File: config.mk
export PLATFORM = sky130hd
export DESIGN_NAME = cobs_crc32_frame_receiver_flat
export DESIGN_NICKNAME = d
export VERILOG_FILES = /design/src/rtl/core/ccfr_pkg.sv /design/src/rtl/core/ccfr_if.sv /design/src/rtl/core/ccfr_in_reg.sv /design/src/rtl/core/ccfr_decode.sv /design/src/rtl/core/ccfr_out_reg.sv /design/src/rtl/core/cobs_crc32_frame_receiver.sv /design/src/flat_wrapper.sv
export SDC_FILE = /design/constraint.sdc
export NUM_CORES = 1
export LEC_CHECK = 0
export BUFFER_PORTS_ARGS = -buffer_cell sky130_fd_sc_hd__buf_4
export CELL_PAD_IN_SITES_DETAIL_PLACEMENT = 2
export CELL_PAD_IN_SITES_GLOBAL_PLACEMENT = 2
export CORE_UTILIZATION = 35
export CTS_BUF_LIST = sky130_fd_sc_hd__clkbuf_16
export CTS_CLUSTER_DIAMETER = 200
export DETAILED_ROUTE_END_ITERATION = 12
export MAX_ROUTING_LAYER = met4
export PLACE_DENSITY_LB_ADDON = 0.1
export SLEW_MARGIN = 20
export SYNTH_ARGS = -nofsm -noshare
export SYNTH_HDL_FRONTEND = slang
export SYNTH_SLANG_ARGS = --single-unit
File: constraint.sdc
create_clock -name clk -period 4 [get_ports clk]
set_input_delay 0.6 -clock clk [delete_from_list [all_inputs] [get_ports clk]]
set_output_delay 0.6 -clock clk [all_outputs]
set_load 0.01 [all_outputs]
File: src/rtl/core/ccfr_pkg.sv
// package for the cobs deframer with crc-32 check
// types, codes, constants and the byte-wise crc function
// no dependencies
package ccfr_pkg;

    localparam int HEADER_BYTES = 8;
    localparam int MAX_ENCODED  = 4096;

    localparam int CFG_W   = 13;
    localparam int COUNT_W = 13;
    localparam int INDEX_W = 12;
    localparam int BYTE_W  = 8;
    localparam int CRC_W   = 32;
    localparam int DELAY_DEPTH = 4;

    localparam logic [CFG_W-1:0] CFG_RESET = 13'd4096;
    localparam logic [CRC_W-1:0] CRC_POLY  = 32'hEDB88320;
    localparam logic [CRC_W-1:0] CRC_INIT  = 32'hFFFFFFFF;
    localparam logic [BYTE_W-1:0] FULL_CODE = 8'hFF;

    // largest limit the 13-bit register can express is 8191
    localparam int LIMIT_CAP_INT = (MAX_ENCODED > 8191) ? 8191 : MAX_ENCODED;
    localparam logic [CFG_W-1:0] LIMIT_CAP = CFG_W'(LIMIT_CAP_INT);
    localparam logic [COUNT_W-1:0] MIN_DECODED = COUNT_W'(HEADER_BYTES + DELAY_DEPTH);

    typedef enum logic [2:0] {
        ST_OK           = 3'd0,
        ST_OVERSIZED    = 3'd1,
        ST_BAD_COBS     = 3'd2,
        ST_SHORT        = 3'd3,
        ST_CRC_MISMATCH = 3'd4
    } status_t;

    typedef struct packed {
        logic                frame_end;
        logic [BYTE_W-1:0]   out_byte;
        logic [INDEX_W-1:0]  byte_index;
        status_t             status;
        logic [INDEX_W-1:0]  payload_length;
    } result_t;

    function automatic logic [CRC_W-1:0] crc32_byte(input logic [CRC_W-1:0] crc,
                                                     input logic [BYTE_W-1:0] b);
        logic [CRC_W-1:0] c;
        c = crc ^ {24'd0, b};
        for (int k = 0; k < 8; k++) begin
            c = (c >> 1) ^ (c[0] ? CRC_POLY : '0);
        end
        return c;
    endfunction

endpackage

File: src/rtl/core/ccfr_if.sv
// channel interfaces for the cobs deframer: byte input and result output
// depends on ccfr_pkg
interface ccfr_in_if;
    import ccfr_pkg::*;
    logic              valid;
    logic              ready;
    logic [BYTE_W-1:0] rx_byte;

    modport source (output valid, output rx_byte, input ready);
    modport sink   (input valid, input rx_byte, output ready);
endinterface

interface ccfr_out_if;
    import ccfr_pkg::*;
    logic               valid;
    logic               ready;
    logic               frame_end;
    logic [BYTE_W-1:0]  out_byte;
    logic [INDEX_W-1:0] byte_index;
    logic [2:0]         status;
    logic [INDEX_W-1:0] payload_length;

    modport source (output valid, output frame_end, output out_byte, output byte_index,
                    output status, output payload_length, input ready);
    modport sink   (input valid, input frame_end, input out_byte, input byte_index,
                    input status, input payload_length, output ready);
endinterface

File: src/rtl/core/ccfr_in_reg.sv
// input register: holds one received byte until the decoder takes it
// depends on ccfr_pkg and ccfr_in_if
module ccfr_in_reg (
    input  logic                       clk,
    input  logic                       rst_n,
    ccfr_in_if.sink                    rx,
    input  logic                       advance,
    output logic                       item_valid,
    output logic [ccfr_pkg::BYTE_W-1:0] item_byte
);
    import ccfr_pkg::*;

    logic              valid_reg;
    logic              valid_next;
    logic [BYTE_W-1:0] byte_reg;
    logic              take;

    assign rx.ready   = !valid_reg || advance;
    assign take       = rx.valid && rx.ready;
    assign valid_next = take ? 1'b1 : (advance ? 1'b0 : valid_reg);

    always_ff @(posedge clk or negedge rst_n)
    begin
        if (!rst_n)
        begin
            valid_reg <= 1'b0;
        end
        else
        begin
            valid_reg <= valid_next;
        end
    end

    always_ff @(posedge clk)
    begin
        if (take)
        begin
            byte_reg <= rx.rx_byte;
        end
    end

    assign item_valid = valid_reg;
    assign item_byte  = byte_reg;
endmodule

File: src/rtl/core/ccfr_decode.sv
// frame state, cobs group decoding, trailer delay line and crc-32
// depends on ccfr_pkg
module ccfr_decode (
    input  logic                        clk,
    input  logic                        rst_n,
    input  logic                        cfg_wr_en,
    input  logic [ccfr_pkg::CFG_W-1:0]  cfg_wr_data,
    input  logic                        advance,
    input  logic [ccfr_pkg::BYTE_W-1:0] item_byte,
    output logic                        res_valid,
    output ccfr_pkg::result_t           res
);
    import ccfr_pkg::*;

    logic [CFG_W-1:0]   max_len_reg;
    logic [BYTE_W-1:0]  group_left_reg, group_left_next;
    logic               group_full_reg, group_full_next;
    logic [BYTE_W-1:0]  delay_reg [DELAY_DEPTH];
    logic [BYTE_W-1:0]  delay_next [DELAY_DEPTH];
    logic [CRC_W-1:0]   crc_reg, crc_next;
    logic [COUNT_W-1:0] dec_count_reg, dec_count_next;
    logic [COUNT_W-1:0] enc_count_reg, enc_count_next;
    logic               oversize_reg, oversize_next;

    logic [CFG_W-1:0]   limit;
    logic               push;
    logic [BYTE_W-1:0]  push_byte;
    logic               clear;
    logic [CRC_W-1:0]   trailer;
    logic [COUNT_W-1:0] idx_full;
    logic [COUNT_W-1:0] plen_full;

    assign limit     = (max_len_reg < LIMIT_CAP) ? max_len_reg : LIMIT_CAP;
    assign trailer   = {delay_reg[3], delay_reg[2], delay_reg[1], delay_reg[0]};
    assign idx_full  = dec_count_reg - COUNT_W'(DELAY_DEPTH);
    assign plen_full = dec_count_reg - MIN_DECODED;

    always_comb
    begin
        group_left_next = group_left_reg;
        group_full_next = group_full_reg;
        crc_next        = crc_reg;
        dec_count_next  = dec_count_reg;
        enc_count_next  = enc_count_reg;
        oversize_next   = oversize_reg;
        for (int i = 0; i < DELAY_DEPTH; i++)
        begin
            delay_next[i] = delay_reg[i];
        end
        push      = 1'b0;
        push_byte = '0;
        clear     = 1'b0;
        res_valid = 1'b0;
        res       = '0;

        if (item_byte == '0)
        begin
            if (enc_count_reg != '0 || oversize_reg)
            begin
                clear         = 1'b1;
                res_valid     = 1'b1;
                res.frame_end = 1'b1;
                if (oversize_reg)
                begin
                    res.status = ST_OVERSIZED;
                end
                else if (group_left_reg != '0)
                begin
                    res.status = ST_BAD_COBS;
                end
                else if (dec_count_reg < MIN_DECODED)
                begin
                    res.status = ST_SHORT;
                end
                else if ((crc_reg ^ CRC_INIT) != trailer)
                begin
                    res.status = ST_CRC_MISMATCH;
                end
                else
                begin
                    res.status         = ST_OK;
                    res.payload_length = plen_full[INDEX_W-1:0];
                end
            end
        end
        else if (!oversize_reg)
        begin
            enc_count_next = enc_count_reg + COUNT_W'(1);
            if (({1'b0, enc_count_reg} + (COUNT_W+1)'(2)) > {1'b0, limit})
            begin
                oversize_next = 1'b1;
            end
            else if (group_left_reg == '0)
            begin
                push            = !group_full_reg;
                push_byte       = '0;
                group_full_next = (item_byte == FULL_CODE);
                group_left_next = item_byte - BYTE_W'(1);
            end
            else
            begin
                group_left_next = group_left_reg - BYTE_W'(1);
                push            = 1'b1;
                push_byte       = item_byte;
            end
        end

        if (push)
        begin
            if (dec_count_reg >= COUNT_W'(DELAY_DEPTH))
            begin
                crc_next       = crc32_byte(crc_reg, delay_reg[0]);
                res_valid      = 1'b1;
                res.out_byte   = delay_reg[0];
                res.byte_index = idx_full[INDEX_W-1:0];
            end
            for (int i = 0; i < DELAY_DEPTH - 1; i++)
            begin
                delay_next[i] = delay_reg[i+1];
            end
            delay_next[DELAY_DEPTH-1] = push_byte;
            dec_count_next = dec_count_reg + COUNT_W'(1);
        end

        if (clear)
        begin
            group_left_next = '0;
            group_full_next = 1'b1;
            crc_next        = CRC_INIT;
            dec_count_next  = '0;
            enc_count_next  = '0;
            oversize_next   = 1'b0;
            for (int i = 0; i < DELAY_DEPTH; i++)
            begin
                delay_next[i] = '0;
            end
        end
    end

    always_ff @(posedge clk or negedge rst_n)
    begin
        if (!rst_n)
        begin
            max_len_reg <= CFG_RESET;
        end
        else if (cfg_wr_en)
        begin
            max_len_reg <= cfg_wr_data;
        end
    end

    always_ff @(posedge clk or negedge rst_n)
    begin
        if (!rst_n)
        begin
            group_left_reg <= '0;
            group_full_reg <= 1'b1;
            crc_reg        <= CRC_INIT;
            dec_count_reg  <= '0;
            enc_count_reg  <= '0;
            oversize_reg   <= 1'b0;
            for (int i = 0; i < DELAY_DEPTH; i++)
            begin
                delay_reg[i] <= '0;
            end
        end
        else if (advance)
        begin
            group_left_reg <= group_left_next;
            group_full_reg <= group_full_next;
            crc_reg        <= crc_next;
            dec_count_reg  <= dec_count_next;
            enc_count_reg  <= enc_count_next;
            oversize_reg   <= oversize_next;
            for (int i = 0; i < DELAY_DEPTH; i++)
            begin
                delay_reg[i] <= delay_next[i];
            end
        end
    end
endmodule

File: src/rtl/core/ccfr_out_reg.sv
// result register driving the output channel
// depends on ccfr_pkg and ccfr_out_if
module ccfr_out_reg (
    input  logic              clk,
    input  logic              rst_n,
    input  logic              advance,
    input  logic              res_valid,
    input  ccfr_pkg::result_t res,
    output logic              can_load,
    ccfr_out_if.source        result
);
    import ccfr_pkg::*;

    logic    valid_reg;
    logic    valid_next;
    result_t data_reg;
    logic    load;

    assign can_load   = !valid_reg || result.ready;
    assign load       = advance && res_valid;
    assign valid_next = load ? 1'b1 : ((valid_reg && result.ready) ? 1'b0 : valid_reg);

    always_ff @(posedge clk or negedge rst_n)
    begin
        if (!rst_n)
        begin
            valid_reg <= 1'b0;
        end
        else
        begin
            valid_reg <= valid_next;
        end
    end

    always_ff @(posedge clk)
    begin
        if (load)
        begin
            data_reg <= res;
        end
    end

    assign result.valid          = valid_reg;
    assign result.frame_end      = data_reg.frame_end;
    assign result.out_byte       = data_reg.out_byte;
    assign result.byte_index     = data_reg.byte_index;
    assign result.status         = data_reg.status;
    assign result.payload_length = data_reg.payload_length;
endmodule

File: src/rtl/core/cobs_crc32_frame_receiver.sv
// top level of the cobs deframer with crc-32 check
// depends on ccfr_pkg, ccfr_if, ccfr_in_reg, ccfr_decode, ccfr_out_reg
//
//   channel   dir   handshake      payload
//   rx        in    valid/ready    rx_byte
//   result    out   valid/ready    frame_end, out_byte, byte_index, status, payload_length
//   cfg       in    cfg_wr_en      cfg_wr_data (max_encoded_len)
//
// one byte per cycle unless the result stalls; each byte passes the input register, then
// the cobs, crc and status logic into the result register
// every byte gives at most one transfer; a body byte appears four decoded bytes late
// reset clears the frame state and sets max_encoded_len to 4096
// a stalled result holds the decoder and the input register, rx.ready drops
module cobs_crc32_frame_receiver (
    input  logic                        clk,
    input  logic                        rst_n,
    ccfr_in_if.sink                     rx,
    ccfr_out_if.source                  result,
    input  logic                        cfg_wr_en,
    input  logic [ccfr_pkg::CFG_W-1:0]  cfg_wr_data
);
    import ccfr_pkg::*;

    logic              item_valid;
    logic [BYTE_W-1:0] item_byte;
    logic              can_load;
    logic              advance;
    logic              res_valid;
    result_t           res;

    assign advance = item_valid && can_load;

    ccfr_in_reg u_in_reg (
        .clk        (clk),
        .rst_n      (rst_n),
        .rx         (rx),
        .advance    (advance),
        .item_valid (item_valid),
        .item_byte  (item_byte)
    );

    ccfr_decode u_decode (
        .clk         (clk),
        .rst_n       (rst_n),
        .cfg_wr_en   (cfg_wr_en),
        .cfg_wr_data (cfg_wr_data),
        .advance     (advance),
        .item_byte   (item_byte),
        .res_valid   (res_valid),
        .res         (res)
    );

    ccfr_out_reg u_out_reg (
        .clk       (clk),
        .rst_n     (rst_n),
        .advance   (advance),
        .res_valid (res_valid),
        .res       (res),
        .can_load  (can_load),
        .result    (result)
    );
endmodule

File: src/flat_wrapper.sv
// flat-port wrapper written by rule: the top's interface ports become plain ports
module cobs_crc32_frame_receiver_flat import ccfr_pkg::*;
  (clk, rst_n, cfg_wr_en, cfg_wr_data, rx_valid, rx_rx_byte, rx_ready, result_valid, result_frame_end, result_out_byte, result_byte_index, result_status, result_payload_length, result_ready);
  ccfr_in_if rx_i ();
  ccfr_out_if result_i ();
  input  logic clk;
  input  logic rst_n;
  input  logic cfg_wr_en;
  input  logic [ccfr_pkg::CFG_W-1:0] cfg_wr_data;
  input wire logic [$bits(rx_i.valid)-1:0] rx_valid;
  input wire logic [$bits(rx_i.rx_byte)-1:0] rx_rx_byte;
  output wire logic [$bits(rx_i.ready)-1:0] rx_ready;
  output wire logic [$bits(result_i.valid)-1:0] result_valid;
  output wire logic [$bits(result_i.frame_end)-1:0] result_frame_end;
  output wire logic [$bits(result_i.out_byte)-1:0] result_out_byte;
  output wire logic [$bits(result_i.byte_index)-1:0] result_byte_index;
  output wire logic [$bits(result_i.status)-1:0] result_status;
  output wire logic [$bits(result_i.payload_length)-1:0] result_payload_length;
  input wire logic [$bits(result_i.ready)-1:0] result_ready;
  assign rx_i.valid = rx_valid;
  assign rx_i.rx_byte = rx_rx_byte;
  assign rx_ready = rx_i.ready;
  assign result_valid = result_i.valid;
  assign result_frame_end = result_i.frame_end;
  assign result_out_byte = result_i.out_byte;
  assign result_byte_index = result_i.byte_index;
  assign result_status = result_i.status;
  assign result_payload_length = result_i.payload_length;
  assign result_i.ready = result_ready;
  cobs_crc32_frame_receiver u_core (.clk(clk), .rst_n(rst_n), .rx(rx_i), .result(result_i), .cfg_wr_en(cfg_wr_en), .cfg_wr_data(cfg_wr_data));
endmodule
==> flow_summary.toml, run 1 <==
[status]
status = "finished, final reports clean"

[global_routing]
grt_overflow = 0
antenna_found_initial = 0
grt_pass1_wl_um = 41740
grt_pass1_vias = 7410
grt_max_degree = 64
grt_util_all_layers = 0.2172

[power_and_ir_drop]
p_int_mw = 5.156
power.leakage_nw = 4.083
power_frac_clock = 0.216
pwr-share-comb = 0.463
max-vdd-ir-drop_mv = 0.3546
swShare = 0.3918
switching_power_mw = 3.321
power_frac_seq = 0.320
powerDensity_nw_per_um2 = 834.7

[sta]
max_slew_margin = 0.3568
finalHoldWorstSlack_ns = 0.2832
setup_tns_ns = 0
max_slew.worst_pin.slew_ns = 0.9580
fin_ws_ns = 0.1997
finClkSkew_ns = 0.009914
fmax_mhz = 263.1
setup_viol = 0
drv_slew = 0
finalCritPeriodShare = 0.9501
min_period_ns = 3.800
finalHoldViolCount = 0

[placed_design]
dp_slack_ns = 0.1369
port_buffers = 63
gp_congestion = 0.8729
place.detailed.hpwl_um = 18150

[die]
die-area_um2 = 25200
die-width_um = 158.8
io_pins = 64
core_um2 = 23750
row_count = 56
die_y_um = 158.8
start_util = 0.3620

[run]
drv_cap = 0

[yosys]
synth_top_area_frac = 0.2357
synth_flop_cell = "dfrtp_1"
post-synth-top-count-cell = "nor2_1"
synth_cell_type_count = 60
seq_area_frac_synth = 0.4932
synth.area.top_cells = "dfrtp_1 24%, edfxtp_1 15%, dfstp_2 10%"
synth_edf_count = 44
synth_top_cells_by_count = "113 x nor2_1, 102 x nand2_1, 96 x xnor2_1"
yosysTopAreaCell = "dfrtp_1"
synth_area_um2 = 8599
avgSynthCellArea_um2 = 9.851
synthCells = 873
ys_ff_latch = 159
ys_warn_count = 0
ys_async_sr_fraction = 0.7233
syn-num-nets = 924

[critical_path]
crit_fanout = 9
timing.rr.start = "u_core.u_decode.enc_count_reg[7]"
r2r-end = "u_core.u_decode.group_left_reg[6]"
cp-start-kind = "register"
cp_data_required_time_ns = 4.32
worstPathArrival_ns = 4.12
end_kind = "register"
ff2ff_path_depth = 15
regToRegSetupSlack_ns = 0.20
path_class = "reg -> reg"

[layout]
fin_util = 0.4276
fillers = 2499
drive_above_1_share = 0.1917
area_growth_pct = 18.10
insertedDiodeCount = 0
nets = 982

[drt]
via_count = 6673
wl_per_cell_um = 20.00
drtIter0Drc = 292
drcViolationCount = 0
final_antenna_net_count = 0
vias_per_cell = 5.283
dr.pass1.iters = 4
wl_um = 25260

[cts]
cts_root_buffer = "clkbuf_16"
htree_levels = 4
cts_hold_buf = 0
worstSkewPairLatency_ns = 0.44
cts_buffer_depth = 2
cts_tree = "yes"
clock_sinks = 159
numCtsBuffers = 17
clk_pin_slew_ns = 0.06
postCtsSetupBuffers = 0

[worst_hold_path]
worstHoldPathType = "in -> async"
[logic make-up after synthesis]
group / after synthesis / share of synthesized area
fa+ha+maj: 25 / 0.03637
mux: 14 / 0.01804
buf+inv: 60 / 0.02794
xor+xnor: 137 / 0.1435
simple gates: 339 / 0.1846
compound gates: 139 / 0.09632
flops: 159 / 0.4932
[worst max-delay path by stage]
stage	cells after the start	to	start
6_report	15	u_core.u_decode.group_left_reg[6]	u_core.u_decode.enc_count_reg[7]
3_5_place_dp	14	u_core.u_out_reg.result.out_byte[0]	u_core.u_decode.enc_count_reg[6]
5_1_grt	15	u_core.u_decode.group_left_reg[6]	u_core.u_decode.enc_count_reg[7]
2_1_floorplan	15	u_core.u_out_reg.result.byte_index[0]	u_core.u_decode.enc_count_reg[4]
3_3_place_gp	15	u_core.u_decode.group_left_reg[6]	u_core.u_decode.enc_count_reg[6]
4_1_cts	14	u_core.u_out_reg.result.out_byte[0]	u_core.u_decode.enc_count_reg[6]
[metrics by stage]
stage | cells | total power [mW] | instance area (um2)
finish | 1263 | 8.477 | 10160
global route | 1263 | 9.054 | 10160
CTS | 1263 | 8.576 | 10130
detailed placement | 1231 | 6.670 | 9482
global placement | 1231 | 6.492 | 9482
floorplan | 873 | 5.608 | 8600
[power groups by stage]
| stage | combinational, mW | clock [mW] | sequential, mW |
|---|---|---|---|
| 3_3_place_gp | 3.78 | 0 | 2.71 |
| 6_report | 3.93 | 1.83 | 2.71 |
| 3_5_place_dp | 3.93 | 0 | 2.74 |
| 4_1_cts | 3.98 | 1.88 | 2.72 |
| 5_1_grt | 4.34 | 1.94 | 2.78 |
| 2_1_floorplan | 3.08 | 0 | 2.53 |
[routing by layer]
metal	vias up	share of wire	global-route usage
met3	31	0.031	0.03788
met4	0	0.016	0.06443
met5	-	0	-
li1	3120	-	-
met2	131	0.49	0.3531
met1	3391	0.47	0.2757
[cell type report]
cell class / instances / area (um2) / area share
Tap cell: 319 / 399.1 / 0.03930
Multi-Input combinational cell: 654 / 4149 / 0.4085
Clock buffer: 17 / 425.4 / 0.04189
Inverter: 18 / 67.56 / 0.006653
Clock inverter: 15 / 226.5 / 0.02230
Timing Repair Buffer: 81 / 645.6 / 0.06357
Sequential cell: 159 / 4243 / 0.4178
[worst max-delay path: stages (launching register included)]
cell	delay [ns]
dfrtp_1	0.46
nand2_1	0.08
nor2_1	0.17
nand3_1	0.16
inv_1	0.09
nand3_1	0.11
nor2_1	0.14
xor2_1	0.08
ha_1	0.32
nand3_1	0.17
nor4_2	0.36
nor3_1	0.12
a21o_1	0.34
nor3_2	0.62
nand3_1	0.14
a32o_1	0.29
[timing repair]
action / 4_1_cts / 5_1_grt
resized for setup: 0 / 5
setup endpoints to repair: 0 / 33
hold endpoints to repair: 0 / 0
[cells in the final DEF (no fill, tap or decap), types with 3 or more instances in the layout]
cell type	n
a22o_1	10
xnor2_1	96
and3_1	7
buf_4	78
nand3_1	23
edfxtp_1	44
a211oi_1	4
nor3_2	4
bufinv_16	6
nand2b_1	6
clkinv_2	3
a21oi_1	48
or3_1	8
dfrtp_1	80
a31oi_1	6
nor4_1	12
clkbuf_16	17
nand4_1	14
nor3_1	17
nand2_1	102
o21a_1	3
buf_12	3
and2_1	10
ha_1	25
dfstp_2	34
mux2_2	12
xor2_1	38
inv_1	20
o21ai_0	50
nor2_1	113
nor4b_1	3
Note: power is estimated with default switching activity, not from simulation.
==> inputs of run 2 (changes only) <==
ABC_AREA = 1   (was default)
CORE_UTILIZATION = 40   (was 35)
TNS_END_PERCENT = 20   (was default)
clock period = 4.4 ns   (was 4 ns; I/O delays follow)
==> flow_summary.toml, run 2 <==
[placed_design]
port_buffers = 63
gp_congestion = 0.8407
place.detailed.hpwl_um = 21900

[drt]
drcViolationCount = 0
wl_per_cell_um = 19.11
vias_per_cell = 5.222
via_count = 8423
wl_um = 30820
drtIter0Drc = 331
final_antenna_net_count = 0
dr.pass1.iters = 4

[worst_hold_path]
worstHoldPathType = "in -> async"

[yosys]
synth_area_um2 = 9711
ys_async_sr_fraction = 0.7233
ys_warn_count = 0
synthCells = 1238
ys_ff_latch = 159
post-synth-top-count-cell = "nand2_1"
seq_area_frac_synth = 0.4368
synth_top_area_frac = 0.2087
synth_flop_cell = "dfrtp_1"
avgSynthCellArea_um2 = 7.844
synth.area.top_cells = "dfrtp_1 21%, nand2_1 14%, edfxtp_1 14%"
synth_top_cells_by_count = "362 x nand2_1, 158 x nand3_1, 125 x inv_1"
synth_cell_type_count = 42
syn-num-nets = 1289
yosysTopAreaCell = "dfrtp_1"
synth_edf_count = 44

[critical_path]
end_kind = "register"
regToRegSetupSlack_ns = 0.72
cp_cell_sequence = "nand2_2 -> nor4_1 -> nand2_1 -> xor2_1 -> ha_1 -> nand2_1 -> nor3_1 -> nand3b_1 -> nand2_4 -> nand3_2 -> nand2_2 -> nand2_4 -> inv_1 -> buf_4"
path_class = "reg -> reg"
cpPeakStageDelay_ns = 0.57
cp-start-kind = "register"
crit_slowest_cell = "nor4_1"
worstPathArrival_ns = 3.74
cp_data_required_time_ns = 4.46
crit_fanout = 36

[die]
die-width_um = 157.8
die_y_um = 157.8
core_um2 = 23610
row_count = 56
io_pins = 64
die-area_um2 = 24900
start_util = 0.4112

[power_and_ir_drop]
power.leakage_nw = 5.238
powerDensity_nw_per_um2 = 785.5
max-vdd-ir-drop_mv = 0.3237
total_power_mw = 8.616

[cts]
worstSkewPairLatency_ns = 0.43
numCtsBuffers = 17
cts_hold_buf = 0
post_cts_resized = 0
cts_buffer_depth = 2
htree_levels = 4
cts_tree = "yes"
clock_sinks = 159
cts_root_buffer = "clkbuf_16"
clk_pin_slew_ns = 0.07
postCtsSetupBuffers = 0

[run]
drv_cap = 0

[layout]
mostFrequentLayoutCell = "nand2_1"
drive_above_1_share = 0.1468
area_growth_pct = 12.96
nets = 1332
fillers = 2717
final_cell_mix = "362 x nand2_1, 158 x nand3_1, 126 x inv_1, 104 x nor2_1, 81 x dfrtp_1"
insertedDiodeCount = 0

[status]
status = "finished, final reports clean"

[sta]
max_slew.worst_pin.slew_ns = 0.7431
max_slew_margin = 0.5011
finClkSkew_ns = 0.01907
finalCritPeriodShare = 0.8369
setup_viol = 0
drv_slew = 0
fmax_mhz = 271.6
rsz0062_at_grt = "false"
min_period_ns = 3.682
finalHoldViolCount = 0
setup_tns_ns = 0

[global_routing]
grt_util_all_layers = 0.2713
grt_overflow = 0
grt_pass1_wl_um = 50250
grt_pass1_vias = 9391
antenna_found_initial = 0
grt_max_degree = 116
run 2: final timing paths:
check	startpoint	endpoint	depth (start not counted)
hold / removal	rst_n	u_core.u_decode.dec_count_reg[9]	2
hold reg to reg	u_core.u_decode.crc_reg[5]	u_core.u_decode.crc_reg[5]	2
setup reg to reg	u_core.u_decode.enc_count_reg[4]	u_core.u_out_reg.result.byte_index[0]	14
min in group clk	rx_rx_byte[6]	u_core.u_in_reg.item_byte[6]	1
max in group asynchronous	rst_n	u_core.u_decode.delay_reg[29]	2
setup / recovery	u_core.u_decode.enc_count_reg[4]	u_core.u_out_reg.result.byte_index[0]	14
run 2: cells by family after synthesis:
group,Yosys count,share of synthesized area
compound gates,77,0.04536
xor+xnor,87,0.07847
fa+ha+maj,25,0.03221
buf+inv,180,0.07899
flops,159,0.4368
mux,11,0.01276
simple gates,699,0.3154
run 2: layer usage:
layer  vias up  global-route usage  wire length [um]
li1       4050                   -                 -
met3        33             0.04024               811
met5         -                   -                 0
met1      4216              0.3301             13820
met4         0             0.06334               458
met2       124              0.4716             15740
run 2: layout make-up:
class                           instances  area [um2]  share of cell area
Clock inverter                         15       145.1             0.01323
Clock buffer                           17       425.4             0.03878
Inverter                              130       488.0             0.04448
Tap cell                              319       399.1             0.03639
Multi-Input combinational cell        899        4702              0.4287
Timing Repair Buffer                   74       568.0             0.05178
Sequential cell                       159        4242              0.3867
run 2: critical path: cells and delay by family, from the launching register on:
family | cells | cell delay (ns)
AND/OR/NAND/NOR | 10 | 1.79
flip-flops | 1 | 0.49
buffers and inverters | 2 | 0.47
adder cells (fa/ha/maj) | 1 | 0.31
XOR/XNOR | 1 | 0.18
run 2: where the power goes:
part,internal (mW),switching [mW],leakage [nW]
Clock,0.833,0.646,0.275
Combinational,1.56,2.92,3.14
Sequential,2.15,0.501,1.82
Total,4.55,4.07,5.24
run 2: per-stage QoR:
stage                       util  hold slack [ns]  setup WS [ns]  area, um2  instances
after global routing      0.4646           0.3676         0.4001      10970       1613
after CTS                 0.4646           0.3547         0.7271      10970       1613
after floorplan                -           0.3644         0.7988       9711       1238
after global placement    0.4404           0.4607          1.047      10400       1581
final                     0.4646           0.3009         0.7178      10970       1613
after detailed placement  0.4404           0.4646         0.7933      10400       1581
==> inputs of run 3 (changes only) <==
CORE_UTILIZATION = 33   (was 40)
clock period = 3.1 ns   (was 4.4 ns; I/O delays follow)
==> flow_summary.toml, run 3 (same netlist as run 2, synthesis figures left out) <==
[status]
status = "finished, final reports clean"

[placed_design]
placed_cells = 1663
port_buffers = 63
gp_congestion = 0.8084
placed_area_um2 = 10720
place.detailed.hpwl_um = 22640

[critical_path]
cp_common_cell = "nand2_1"
worstPathArrival_ns = 3.39
cp_data_required_time_ns = 3.48
cp_top_family = "simple AND/OR/NAND/NOR gates"
timing.rr.start = "u_core.u_decode.enc_count_reg[4]"
end_kind = "register"
crit_fanout = 32
cp-start-kind = "register"
cp_cell_sequence = "buf_4 -> nand2_4 -> nor4_4 -> nand2_1 -> xor2_1 -> ha_1 -> nand2_2 -> inv_1 -> nand2_1 -> nand3_1 -> nand2_1 -> nand3_2 -> nand2_4 -> nand3_4 -> nand2_4 -> buf_4 -> nand3_1 -> nand2_1"
critPathBufInv = 3
cp-startpoint = "u_core.u_decode.enc_count_reg[4]"
crit_slowest_cell = "buf_4"
path_class = "reg -> reg"
cpPeakStageDelay_ns = 0.41

[drt]
dr.pass1.iters = 4
wl_um = 32120
drcViolationCount = 0
wl_per_cell_um = 18.75
vias_per_cell = 4.987
drtIter0Drc = 321
final_antenna_net_count = 0
via_count = 8543

[die]
row_count = 62
start_util = 0.3365
io_pins = 64
die_y_um = 173.5
core_um2 = 28860
die-area_um2 = 30120
die-width_um = 173.5

[power_and_ir_drop]
swShare = 0.4746
p_int_mw = 6.704
power.leakage_nw = 5.513
max-vdd-ir-drop_mv = 0.4184
total_power_mw = 12.76
power_frac_seq = 0.292
powerDensity_nw_per_um2 = 1102
power_frac_clock = 0.175
pwr-share-comb = 0.533
switching_power_mw = 6.057

[cts]
cts_tree = "yes"
cts_buffer_depth = 2
clock_sinks = 159
htree_levels = 4
cts_root_buffer = "clkbuf_16"
worstSkewPairLatency_ns = 0.45
numCtsBuffers = 17
clk_pin_slew_ns = 0.07

[global_routing]
grt_overflow = 0
grt_pass1_vias = 9456
grt_max_degree = 46
antenna_found_initial = 0
grt_util_all_layers = 0.2265
grt_pass1_wl_um = 51730

[layout]
insertedDiodeCount = 0
final_cell_mix = "356 x nand2_1, 158 x nand3_1, 122 x inv_1, 100 x nor2_1, 100 x buf_4"
final_cell_area_um2 = 11580
nets = 1367
mostFrequentLayoutCell = "nand2_1"
final_cells = 1713
area_growth_pct = 19.21
drive_above_1_share = 0.1889

[sta]
max_slew_margin = 0.5533
min_period_ns = 3.009
finalHoldWorstSlack_ns = 0.004329
setup_viol = 0
finClkSkew_ns = 0.01457
finalCritPeriodShare = 0.9705
drv_slew = 0
fmax_mhz = 332.4
max_slew.worst_pin.slew_ns = 0.6652
finalHoldViolCount = 0
rsz0062_at_grt = "true"

[run]
drv_cap = 0

[worst_hold_path]
worstHoldPathType = "in -> async"
## run 3: changes by cell type in the layout (fill, tap and decap cells not counted), sizes merged
| cell | previous run | this run |
|---|---|---|
| buf | 74 | 108 |
| inv | 133 | 136 |
| clkinv | 7 | 5 |
| bufinv | 2 | 1 |
| clkbuf | 17 | 18 |
## run 3: final timing paths
check	slack (ns)	to	depth (start not counted)
max	0.09	u_core.u_decode.crc_reg[5]	18
min	0.004	u_core.u_decode.max_len_reg[8]	1
max reg2reg	0.09	u_core.u_decode.crc_reg[5]	18
min reg2reg	0.48	u_core.u_decode.crc_reg[2]	2
max in group asynchronous	2.37	u_core.u_decode.crc_reg[5]	2
min in group clk	0.19	u_core.u_in_reg.item_byte[7]	1
## run 3: area by class of cell
type	instances	area (um2)
Fill cell	3304	17280
Multi-Input combinational cell	899	4796
Sequential cell	159	4247
Timing Repair Buffer	109	943.4
Inverter	130	491.7
Tap cell	384	480.5
Clock buffer	17	425.4
Clock inverter	15	192.7
## run 3: power by group through the flow
stage	logic (mW)	clock network, mW	registers (mW)
2_1_floorplan	4.58	0	3.57
3_3_place_gp	6.32	0	3.74
3_5_place_dp	6.59	0	3.77
4_1_cts	6.84	2.30	3.73
5_1_grt	7.68	2.36	3.81
6_report	6.81	2.23	3.72
## run 3: repair_timing
item                                    in CTS  in global routing
resized for setup                            3                 16
endpoints found under the setup margin      65                122
cloned                                       1                  1
hold buffers                                 0                  0
setup buffers                                7                 10
pin swaps                                    1                  8
## run 3: per-layer routing
metal	track usage	wire length (um)	vias up
met5	-	0	-
met3	0.03136	724	31
met4	0.06195	533	0
met2	0.3867	16180	121
met1	0.2792	14690	4271
li1	-	-	4120
## run 3: stage by stage
step / setup TNS (ns) / setup WS, ns / utilization
6_report: 0 / 0.09139 / 0.4011
5_1_grt: -3.375 / -0.08767 / 0.4011
4_1_cts: 0 / 0.01026 / 0.3965
3_5_place_dp: -0.3563 / -0.01244 / 0.3715
3_3_place_gp: 0 / 0.1617 / 0.3715
2_1_floorplan: 0 / 0.009736 / -
